[config.mk]
export PLATFORM = sky130hd
export DESIGN_NAME = tree_splitting_slot_counter_top_flat
export DESIGN_NICKNAME = d
export VERILOG_FILES = /design/src/sv/tsc_pkg.sv /design/src/sv/tsc_if.sv /design/src/sv/tsc_bitmap.sv /design/src/sv/tsc_walker.sv /design/src/sv/tree_splitting_slot_counter_top.sv /design/src/flat_wrapper.sv
export SDC_FILE = /design/constraint.sdc
export NUM_CORES = 2
export LEC_CHECK = 0
export ABC_CLOCK_PERIOD_IN_PS = 5500
export BUFFER_PORTS_ARGS = -buffer_cell sky130_fd_sc_hd__buf_2
export CORE_ASPECT_RATIO = 1.1
export CORE_MARGIN = 10
export CORE_UTILIZATION = 60
export CTS_BUF_LIST = sky130_fd_sc_hd__clkbuf_8
export DETAILED_ROUTE_END_ITERATION = 10
export PLACE_DENSITY = 0.73
export REMOVE_ABC_BUFFERS = 1
export SYNTH_ARGS = -nofsm -noshare
export SYNTH_HDL_FRONTEND = slang
export SYNTH_SLANG_ARGS = --single-unit
[constraint.sdc]
create_clock -name clk -period 5.5 [get_ports clk]
set_input_delay 1.375 -clock clk [delete_from_list [all_inputs] [get_ports clk]]
set_output_delay 1.375 -clock clk [all_outputs]
set_load 0.02 [all_outputs]
[src/sv/tsc_pkg.sv]
`default_nettype none

package tsc_pkg;

    // Station bitmap size and derived widths
    localparam int NUM_STATIONS = 1024;
    localparam int STN_AW       = $clog2(NUM_STATIONS);
    localparam int STN_CW       = $clog2(NUM_STATIONS + 1);

    // Field widths fixed by the interface
    localparam int LVL_W = 4;
    localparam int CNT_W = 11;

    // Counters saturate at the largest value the field holds
    localparam logic [CNT_W-1:0] CNT_MAX = '1;

    // Ready count saturates here: two or more is a collision
    localparam logic [1:0] SAT_READY = 2'd2;

    // Work stack: one pending upper half per tree level
    localparam int STK_DEPTH = STN_AW + 1;
    localparam int STK_IW    = $clog2(STK_DEPTH);
    localparam int STK_PW    = $clog2(STK_DEPTH + 1);

    typedef struct packed {
        logic [CNT_W-1:0] idle;
        logic [CNT_W-1:0] success;
        logic [CNT_W-1:0] fail;
    } tsc_counts_t;

    typedef struct packed {
        logic              en;
        logic [STN_AW-1:0] addr;
    } tsc_rd_req_t;

    typedef struct packed {
        logic [STN_AW-1:0] base;
        logic [STN_CW-1:0] len;
        logic [LVL_W-1:0]  depth;
    } tsc_node_t;

    typedef struct packed {
        logic start;
        logic ack;
    } tsc_walk_ctrl_t;

    typedef struct packed {
        logic busy;
        logic done;
    } tsc_walk_status_t;

    typedef enum logic [2:0] {
        W_IDLE,
        W_NODE,
        W_READ,
        W_ACC,
        W_POP,
        W_DONE
    } tsc_walk_state_t;

    typedef enum logic {
        TOP_LOAD,
        TOP_WALK
    } tsc_top_state_t;

endpackage

`default_nettype wire

[src/sv/tsc_if.sv]
`default_nettype none

// Station bit request channel
interface tsc_station_if ();
    logic valid;
    logic ready;
    logic ready_req;
    logic last;

    modport source (output valid, output ready_req, output last, input ready);
    modport sink   (input valid, input ready_req, input last, output ready);
endinterface

// Slot totals result channel
interface tsc_slots_if import tsc_pkg::*; ();
    logic             valid;
    logic             ready;
    logic [CNT_W-1:0] idle_slots;
    logic [CNT_W-1:0] success_slots;
    logic [CNT_W-1:0] fail_slots;

    modport source (output valid, output idle_slots, output success_slots,
                    output fail_slots, input ready);
    modport sink   (input valid, input idle_slots, input success_slots,
                    input fail_slots, output ready);
endinterface

// Configuration write channel
interface tsc_cfg_if import tsc_pkg::*; ();
    logic             valid;
    logic             ready;
    logic [LVL_W-1:0] start_level;

    modport source (output valid, output start_level, input ready);
    modport sink   (input valid, input start_level, output ready);
endinterface

`default_nettype wire

[src/sv/tsc_bitmap.sv]
`default_nettype none

module tsc_bitmap import tsc_pkg::*;
(
    input  wire logic              clk,
    input  wire logic              wr_en,
    input  wire logic [STN_AW-1:0] wr_addr,
    input  wire logic              wr_bit,
    input  wire logic [STN_CW-1:0] fill,
    input  wire tsc_rd_req_t       rd,
    output logic                   rd_bit
);

    logic mem [NUM_STATIONS];
    logic rd_bit_reg;

    // Write port: one station bit per request
    always_ff @(posedge clk)
    begin
        if (wr_en)
        begin
            mem[wr_addr] <= wr_bit;
        end
    end

    // Registered read; entries at or above the fill count read as idle
    always_ff @(posedge clk)
    begin
        if (rd.en)
        begin
            rd_bit_reg <= mem[rd.addr] & (STN_CW'(rd.addr) < fill);
        end
    end

    assign rd_bit = rd_bit_reg;

endmodule

`default_nettype wire

[src/sv/tsc_walker.sv]
`default_nettype none

module tsc_walker import tsc_pkg::*;
(
    input  wire logic             clk,
    input  wire logic             rst_n,
    input  wire logic [LVL_W-1:0] start_level,
    input  wire tsc_walk_ctrl_t   ctrl,
    output tsc_walk_status_t      status,
    output tsc_rd_req_t           rd,
    input  wire logic             rd_bit,
    output tsc_counts_t           counts
);

    tsc_walk_state_t   state_reg, state_next;
    tsc_node_t         node_reg;
    tsc_node_t         stack_reg [STK_DEPTH];
    logic [STK_PW-1:0] sp_reg;
    logic [STN_CW-1:0] ptr_reg;
    logic [1:0]        cnt_reg;
    tsc_counts_t       counts_reg;

    logic [STN_CW-1:0] lo_len;
    logic [STN_CW-1:0] hi_len;
    logic [STN_CW:0]   hi_sum;
    logic [STN_CW:0]   addr_sum;
    logic [LVL_W-1:0]  child_depth;
    logic [STK_PW-1:0] sp_top;
    logic              scan_end;
    logic              group_split;
    logic              stack_empty;

    logic do_init, do_split, fail_split, do_probe, do_issue, do_acc, do_pop;
    logic bump_idle, bump_succ, bump_fail;

    // Node arithmetic: halves, upper base, scan address
    assign lo_len      = node_reg.len >> 1;
    assign hi_len      = node_reg.len - lo_len;
    assign hi_sum      = (STN_CW+1)'(node_reg.base) + (STN_CW+1)'(lo_len);
    assign addr_sum    = (STN_CW+1)'(node_reg.base) + (STN_CW+1)'(ptr_reg);
    assign child_depth = fail_split ? '0 : node_reg.depth - LVL_W'(1);
    assign sp_top      = sp_reg - STK_PW'(1);
    assign scan_end    = (ptr_reg == node_reg.len) || (cnt_reg == SAT_READY);
    assign group_split = (node_reg.depth != '0) && (node_reg.len > STN_CW'(1));
    assign stack_empty = (sp_reg == '0);

    // Next state
    always_comb
    begin
        state_next = state_reg;
        case (state_reg)
            W_IDLE:
            begin
                if (ctrl.start)
                begin
                    state_next = W_NODE;
                end
            end
            W_NODE:
            begin
                if (!group_split)
                begin
                    state_next = W_READ;
                end
            end
            W_READ:
            begin
                if (!scan_end)
                begin
                    state_next = W_ACC;
                end
                else if (cnt_reg == SAT_READY)
                begin
                    state_next = W_NODE;
                end
                else
                begin
                    state_next = W_POP;
                end
            end
            W_ACC:
            begin
                state_next = W_READ;
            end
            W_POP:
            begin
                state_next = stack_empty ? W_DONE : W_NODE;
            end
            W_DONE:
            begin
                if (ctrl.ack)
                begin
                    state_next = W_IDLE;
                end
            end
            default:
            begin
                state_next = W_IDLE;
            end
        endcase
    end

    // Control outputs
    always_comb
    begin
        do_init    = 1'b0;
        do_split   = 1'b0;
        fail_split = 1'b0;
        do_probe   = 1'b0;
        do_issue   = 1'b0;
        do_acc     = 1'b0;
        do_pop     = 1'b0;
        bump_idle  = 1'b0;
        bump_succ  = 1'b0;
        bump_fail  = 1'b0;
        status     = '0;
        case (state_reg)
            W_IDLE:
            begin
                do_init = ctrl.start;
            end
            W_NODE:
            begin
                status.busy = 1'b1;
                do_split    = group_split;
                do_probe    = !group_split;
            end
            W_READ:
            begin
                status.busy = 1'b1;
                if (!scan_end)
                begin
                    do_issue = 1'b1;
                end
                else
                begin
                    case (cnt_reg)
                        2'd0:
                        begin
                            bump_idle = 1'b1;
                        end
                        2'd1:
                        begin
                            bump_succ = 1'b1;
                        end
                        default:
                        begin
                            bump_fail  = 1'b1;
                            do_split   = 1'b1;
                            fail_split = 1'b1;
                        end
                    endcase
                end
            end
            W_ACC:
            begin
                status.busy = 1'b1;
                do_acc      = 1'b1;
            end
            W_POP:
            begin
                status.busy = 1'b1;
                do_pop      = !stack_empty;
            end
            W_DONE:
            begin
                status.busy = 1'b1;
                status.done = 1'b1;
            end
            default:
            begin
                status = '0;
            end
        endcase
    end

    assign rd.en   = do_issue;
    assign rd.addr = addr_sum[STN_AW-1:0];
    assign counts  = counts_reg;

    // Control state: sequencer, stack pointer, slot counters
    always_ff @(posedge clk or negedge rst_n)
    begin
        if (!rst_n)
        begin
            state_reg  <= W_IDLE;
            sp_reg     <= '0;
            counts_reg <= '0;
        end
        else
        begin
            state_reg <= state_next;
            if (do_init)
            begin
                sp_reg     <= '0;
                counts_reg <= '0;
            end
            if (do_split)
            begin
                sp_reg <= sp_reg + STK_PW'(1);
            end
            if (do_pop)
            begin
                sp_reg <= sp_top;
            end
            if (bump_idle && (counts_reg.idle != CNT_MAX))
            begin
                counts_reg.idle <= counts_reg.idle + CNT_W'(1);
            end
            if (bump_succ && (counts_reg.success != CNT_MAX))
            begin
                counts_reg.success <= counts_reg.success + CNT_W'(1);
            end
            if (bump_fail && (counts_reg.fail != CNT_MAX))
            begin
                counts_reg.fail <= counts_reg.fail + CNT_W'(1);
            end
        end
    end

    // Node, scan and stack datapath
    always_ff @(posedge clk)
    begin
        if (do_init)
        begin
            node_reg.base  <= '0;
            node_reg.len   <= STN_CW'(NUM_STATIONS);
            node_reg.depth <= start_level;
        end
        if (do_split)
        begin
            stack_reg[sp_reg[STK_IW-1:0]] <= '{base:  hi_sum[STN_AW-1:0],
                                               len:   hi_len,
                                               depth: child_depth};
            node_reg.len   <= lo_len;
            node_reg.depth <= child_depth;
        end
        if (do_pop)
        begin
            node_reg <= stack_reg[sp_top[STK_IW-1:0]];
        end
        if (do_probe)
        begin
            ptr_reg <= '0;
            cnt_reg <= '0;
        end
        if (do_acc)
        begin
            ptr_reg <= ptr_reg + STN_CW'(1);
            if (rd_bit)
            begin
                cnt_reg <= cnt_reg + 2'd1;
            end
        end
    end

    // Checks
    a_sp_bound: assert property (@(posedge clk) disable iff (!rst_n)
        sp_reg <= STK_PW'(STK_DEPTH))
        else $error("work stack overflow");

    a_cnt_sat: assert property (@(posedge clk) disable iff (!rst_n)
        (state_reg == W_READ || state_reg == W_ACC) |-> cnt_reg <= SAT_READY)
        else $error("ready count beyond saturation");

    a_acc_after_issue: assert property (@(posedge clk) disable iff (!rst_n)
        (state_reg == W_ACC) |-> ($past(state_reg) == W_READ && $past(rd.en)))
        else $error("accumulate without a read issued");

    a_ptr_bound: assert property (@(posedge clk) disable iff (!rst_n)
        (state_reg == W_ACC) |-> ptr_reg < node_reg.len)
        else $error("scan pointer beyond node");

endmodule

`default_nettype wire

[src/sv/tree_splitting_slot_counter_top.sv]
// Loading: one station request per cycle; ready stays high until the request marked last.
// Resolution: after the last request the block walks the splitting tree and takes no request;
//   each probed node is scanned one bit at a time through the bitmap read port.
// The totals enter the output register once the walk is done and the output is free.
// Reset (rst_n, asynchronous, active low): bitmap empty, counters zero, start_level 0.
`default_nettype none

module tree_splitting_slot_counter_top import tsc_pkg::*;
(
    input wire logic    clk,
    input wire logic    rst_n,
    tsc_station_if.sink station,
    tsc_slots_if.source slots,
    tsc_cfg_if.sink     cfg
);

    tsc_top_state_t    state_reg, state_next;
    logic [STN_CW-1:0] fill_reg;
    logic [LVL_W-1:0]  start_level_reg;
    logic              out_valid_reg;
    tsc_counts_t       out_reg;

    logic              accept;
    logic              wr_en;
    logic              rd_bit;
    tsc_rd_req_t       rd;
    tsc_walk_ctrl_t    walk_ctrl;
    tsc_walk_status_t  walk_status;
    tsc_counts_t       counts;

    // Bitmap store
    tsc_bitmap u_bitmap (
        .clk     (clk),
        .wr_en   (wr_en),
        .wr_addr (fill_reg[STN_AW-1:0]),
        .wr_bit  (station.ready_req),
        .fill    (fill_reg),
        .rd      (rd),
        .rd_bit  (rd_bit)
    );

    // Tree walk sequencer
    tsc_walker u_walker (
        .clk         (clk),
        .rst_n       (rst_n),
        .start_level (start_level_reg),
        .ctrl        (walk_ctrl),
        .status      (walk_status),
        .rd          (rd),
        .rd_bit      (rd_bit),
        .counts      (counts)
    );

    // Next state
    always_comb
    begin
        state_next = state_reg;
        case (state_reg)
            TOP_LOAD:
            begin
                if (walk_ctrl.start)
                begin
                    state_next = TOP_WALK;
                end
            end
            TOP_WALK:
            begin
                if (walk_ctrl.ack)
                begin
                    state_next = TOP_LOAD;
                end
            end
            default:
            begin
                state_next = TOP_LOAD;
            end
        endcase
    end

    // Handshake and walk control
    always_comb
    begin
        station.ready   = 1'b0;
        walk_ctrl.start = 1'b0;
        walk_ctrl.ack   = 1'b0;
        case (state_reg)
            TOP_LOAD:
            begin
                station.ready   = 1'b1;
                walk_ctrl.start = station.valid && station.last;
            end
            TOP_WALK:
            begin
                walk_ctrl.ack = walk_status.done && (!out_valid_reg || slots.ready);
            end
            default:
            begin
                station.ready = 1'b0;
            end
        endcase
    end

    assign accept          = station.valid && station.ready;
    assign wr_en           = accept && (fill_reg < STN_CW'(NUM_STATIONS));
    assign cfg.ready       = 1'b1;

    assign slots.valid         = out_valid_reg;
    assign slots.idle_slots    = out_reg.idle;
    assign slots.success_slots = out_reg.success;
    assign slots.fail_slots    = out_reg.fail;

    // Control registers
    always_ff @(posedge clk or negedge rst_n)
    begin
        if (!rst_n)
        begin
            state_reg       <= TOP_LOAD;
            fill_reg        <= '0;
            start_level_reg <= '0;
            out_valid_reg   <= 1'b0;
        end
        else
        begin
            state_reg <= state_next;
            if (cfg.valid)
            begin
                start_level_reg <= cfg.start_level;
            end
            if (wr_en)
            begin
                fill_reg <= fill_reg + STN_CW'(1);
            end
            if (walk_ctrl.ack)
            begin
                fill_reg      <= '0;
                out_valid_reg <= 1'b1;
            end
            else if (slots.ready)
            begin
                out_valid_reg <= 1'b0;
            end
        end
    end

    // Result payload
    always_ff @(posedge clk)
    begin
        if (walk_ctrl.ack)
        begin
            out_reg <= counts;
        end
    end

endmodule

`default_nettype wire
[src/flat_wrapper.sv]
// flat-port wrapper written by rule: the top's interface ports become plain ports
module tree_splitting_slot_counter_top_flat import tsc_pkg::*;
  (clk, rst_n, station_valid, station_ready_req, station_last, station_ready, slots_valid, slots_idle_slots, slots_success_slots, slots_fail_slots, slots_ready, cfg_valid, cfg_start_level, cfg_ready);
  tsc_station_if station_i ();
  tsc_slots_if slots_i ();
  tsc_cfg_if cfg_i ();
  input wire logic clk;
  input wire logic rst_n;
  input wire logic [$bits(station_i.valid)-1:0] station_valid;
  input wire logic [$bits(station_i.ready_req)-1:0] station_ready_req;
  input wire logic [$bits(station_i.last)-1:0] station_last;
  output wire logic [$bits(station_i.ready)-1:0] station_ready;
  output wire logic [$bits(slots_i.valid)-1:0] slots_valid;
  output wire logic [$bits(slots_i.idle_slots)-1:0] slots_idle_slots;
  output wire logic [$bits(slots_i.success_slots)-1:0] slots_success_slots;
  output wire logic [$bits(slots_i.fail_slots)-1:0] slots_fail_slots;
  input wire logic [$bits(slots_i.ready)-1:0] slots_ready;
  input wire logic [$bits(cfg_i.valid)-1:0] cfg_valid;
  input wire logic [$bits(cfg_i.start_level)-1:0] cfg_start_level;
  output wire logic [$bits(cfg_i.ready)-1:0] cfg_ready;
  assign station_i.valid = station_valid;
  assign station_i.ready_req = station_ready_req;
  assign station_i.last = station_last;
  assign station_ready = station_i.ready;
  assign slots_valid = slots_i.valid;
  assign slots_idle_slots = slots_i.idle_slots;
  assign slots_success_slots = slots_i.success_slots;
  assign slots_fail_slots = slots_i.fail_slots;
  assign slots_i.ready = slots_ready;
  assign cfg_i.valid = cfg_valid;
  assign cfg_i.start_level = cfg_start_level;
  assign cfg_ready = cfg_i.ready;
  tree_splitting_slot_counter_top u_core (.clk(clk), .rst_n(rst_n), .station(station_i), .slots(slots_i), .cfg(cfg_i));
endmodule
==> reports/results.ini <==
[global_routing]
grt_max_degree=212
track_usage_pct=25.2
grt_pass1_wl_um=220000
antenna_found_initial=1
grt_pass1_vias=35400
grt_overflow=0

[drt]
firstDrtPassIters=5
routed_wl_um=147000
drt_iter0_drc=4767
final_antenna_net_count=0
viasPerCell=6.30
dr_total_vias=35700
routedWlPerCell_um=25.9
drc=0

[yosys]
ys_ff_latch=1428
yosysWarnings=0
syn_area_um2=62000
synth.top_cell.area_share_pct=66.3
synthTopCellsByArea=edfxtp_1, mux4_2, nor2_1
ys.flop_type=edfxtp_1
async_reset_ff_share_pct=3.99
yosysTopAreaCell=edfxtp_1
synth_cell_types=64
synth.avg_cell_area_um2=15.2
syn_inst=4067
synth.yosys.seq_area_share_pct=68.7
synth_edf_count=1369

[clock_network]
ctsRootBufferMaster=clkbuf_8
hold_buffers=0
cts.sinks=1428
cts_tree=done
path_clk_slew_ps=70
htreeDepth=4
clk_path_buf_depth=3
cts_setup_buffers=0
worst_skew_pair.late_latency_ps=910
cts_buffers=216
ctsResizeCount=0

[final_layout]
drive_gt1_share_pct=19.7
fin_nets=4208
area_growth_pct=9.51
largest_reg_flops=1024
fin_util_pct=66.3

[worst_hold_path]
min_from=u_core.u_walker.cnt_reg[1]
whs_path_depth=2
hold_class=reg2reg
hold-path-endpoint=u_core.u_walker.cnt_reg[1]

[setup_path]
cp.arrival_ps=5510
timing.critical_path.buf_inv=3
endpoint_kind=register
crit_path_start_kind=register
critical_path.startpoint=u_core.u_walker.ptr_reg[0]
r2r_end=u_core.u_bitmap.rd_bit
critPathTopFamily=adder cells
worstReg2RegStart=u_core.u_walker.ptr_reg[0]
ff2ff_path_depth=13
max_stage_delay_ps=1260
cp_slowest_cell=fa_4
reg2reg_slack_ps=630
crit_type=reg2reg
cp.required_ps=6150
critical_path.max_fanout=40
crit_path_cell_trace=ha_4 -> inv_1 -> fa_4 -> buf_4 -> buf_12 -> mux4_2 -> mux4_2 -> and2_1 -> a211oi_1 -> a21oi_1 -> o21ai_1 -> o311a_1 -> o21ai_1

[power_and_ir_drop]
seq_power_share_pct=40.3
combPwrFrac_pct=36.9
powerDensity_nw_per_um2=512
total_leakage_power_nw=21.7
switching_power_w=0.0117
clkPwrFrac_pct=22.7
p_sw_share_pct=33.6
power.internal_w=0.0231
vdd_drop_max_mv=0.369

[floorplan]
die_area_um2=117000
initial_core_util_pct=60.6
num_rows=123
io_pins=47
fp.dieH_um=357
coreArea_um2=102000
die_w_um=326

[timing]
period_share_pct=88.5
clock-skew-final_ps=42.7
hold_viol=0
finalMaxSlewViolations=0
rsz0062_at_grt=false
layout_min_cycle_time_ps=4870
worst_pin_slew_ps=1230
max_freq_mhz=206
setup_viol=0
relSlewSlack_pct=17.4
fin_tns_setup_ps=0

[placement]
place_congestion=0.839
dp_hpwl_um=84300
port_buffers=45

[status]
status=finished, final reports clean

[flow_run]
maxCapViolCount=0

==> metrics by stage <==
| stage | total power, W | hold slack (ps) | setup slack [ps] | std cells | area (µm²) |
|---|---|---|---|---|---|
| finish | 0.0348 | 473 | 634 | 5667 | 67900 |
| global route | 0.0363 | 502 | 536 | 5667 | 67900 |
| detailed placement | 0.0271 | 466 | 667 | 5283 | 64000 |
| floorplan | 0.0229 | 451 | -6950 | 3740 | 60600 |
| global placement | 0.0269 | 463 | 672 | 5283 | 64000 |
| CTS | 0.0349 | 476 | 643 | 5666 | 67900 |
==> layer usage <==
layer / part of all wire [%] / up-vias / routed length (µm) / track usage (%)
met5: 0 / - / 0 / 0
met4: 3.5 / 0 / 5090 / 9.40
met3: 9.5 / 327 / 14000 / 4.73
met2: 49 / 1795 / 72600 / 41.4
met1: 38 / 18300 / 55400 / 33.5
li1: - / 15300 / - / -
==> power by group through the flow <==
stage	logic, W	clock network, W	registers [W]
2_1_floorplan	0.00881	0	0.0141
3_3_place_gp	0.0127	0	0.0142
3_5_place_dp	0.0129	0	0.0142
4_1_cts	0.0129	0.00800	0.0140
5_1_grt	0.0137	0.00848	0.0141
6_report	0.0128	0.00790	0.0140
==> worst max-delay path by stage <==
stage                             end  slack (ps)  cells after the start
5_1_grt        u_core.u_bitmap.rd_bit         540                     13
4_1_cts        u_core.u_bitmap.rd_bit         640                     13
6_report       u_core.u_bitmap.rd_bit         630                     13
3_3_place_gp   u_core.u_bitmap.rd_bit         670                     13
2_1_floorplan  u_core.u_bitmap.rd_bit       -6950                      9
3_5_place_dp   u_core.u_bitmap.rd_bit         670                     13
==> worst min-delay path, delay by kind of cell (launching register included) <==
| kind | cells | cell delay (ps) |
|---|---|---|
| flops | 1 | 320 |
| simple gates | 2 | 110 |
==> cells by family after synthesis <==
logic type | count (synthesis) | share of synthesized area [%]
AND/OR/NAND/NOR | 1432 | 9.26
flip-flops | 1428 | 68.7
multiplexers | 463 | 15.0
buffers and inverters | 385 | 2.50
AO/OA/AOI/OAI | 231 | 2.25
adder cells (fa/ha/maj) | 71 | 1.47
XOR/XNOR | 56 | 0.803
other | 1 | 0.00605
==> Yosys cell counts (3+ instances only) <==
cell       instances
or3_1              3
fa_1               3
mux2i_1           84
edfxtp_1        1369
nor2b_1           14
buf_2             40
o21ai_0           73
clkbuf_1         224
nand4_1           22
nand2b_1           8
nor3_1            17
mux2_2             6
and2_1             8
nor2_1          1139
dfrtp_1           57
o21bai_1           9
xor2_1            24
buf_1             51
inv_1             57
o2111ai_1          3
a21o_1            14
nand2_1          115
ha_1              68
o21a_1             3
a31oi_1            5
xnor2_1           31
o22ai_1           14
nand3b_1           4
buf_4             10
nor4_1             8
nand3_1           58
o31ai_1            3
mux4_2           373
a211oi_1          14
and3_1            32
a21oi_1           67
==> final cells by class <==
cell class,count,area [µm²]
inverter,58,218
timing repair buffer,168,1420
multi-input combinational,2254,18100
clock buffer,223,3070
tap,1375,1720
sequential,1428,42600
antenna,1,2.50
clock inverter,160,786
fill,7070,34500
==> placed cells by master, fill, tap and decap left out, types with 42 or more instances in the layout <==
master / n
a21oi_1: 66
buf_2: 44
buf_4: 102
clkbuf_8: 223
dfrtp_1: 56
edfxtp_1: 1369
ha_1: 66
inv_1: 140
mux2i_1: 84
mux4_2: 373
nand2_1: 115
nand3_1: 42
nor2_1: 1137
o21ai_0: 73
Power figures use the tool's default switching activity.
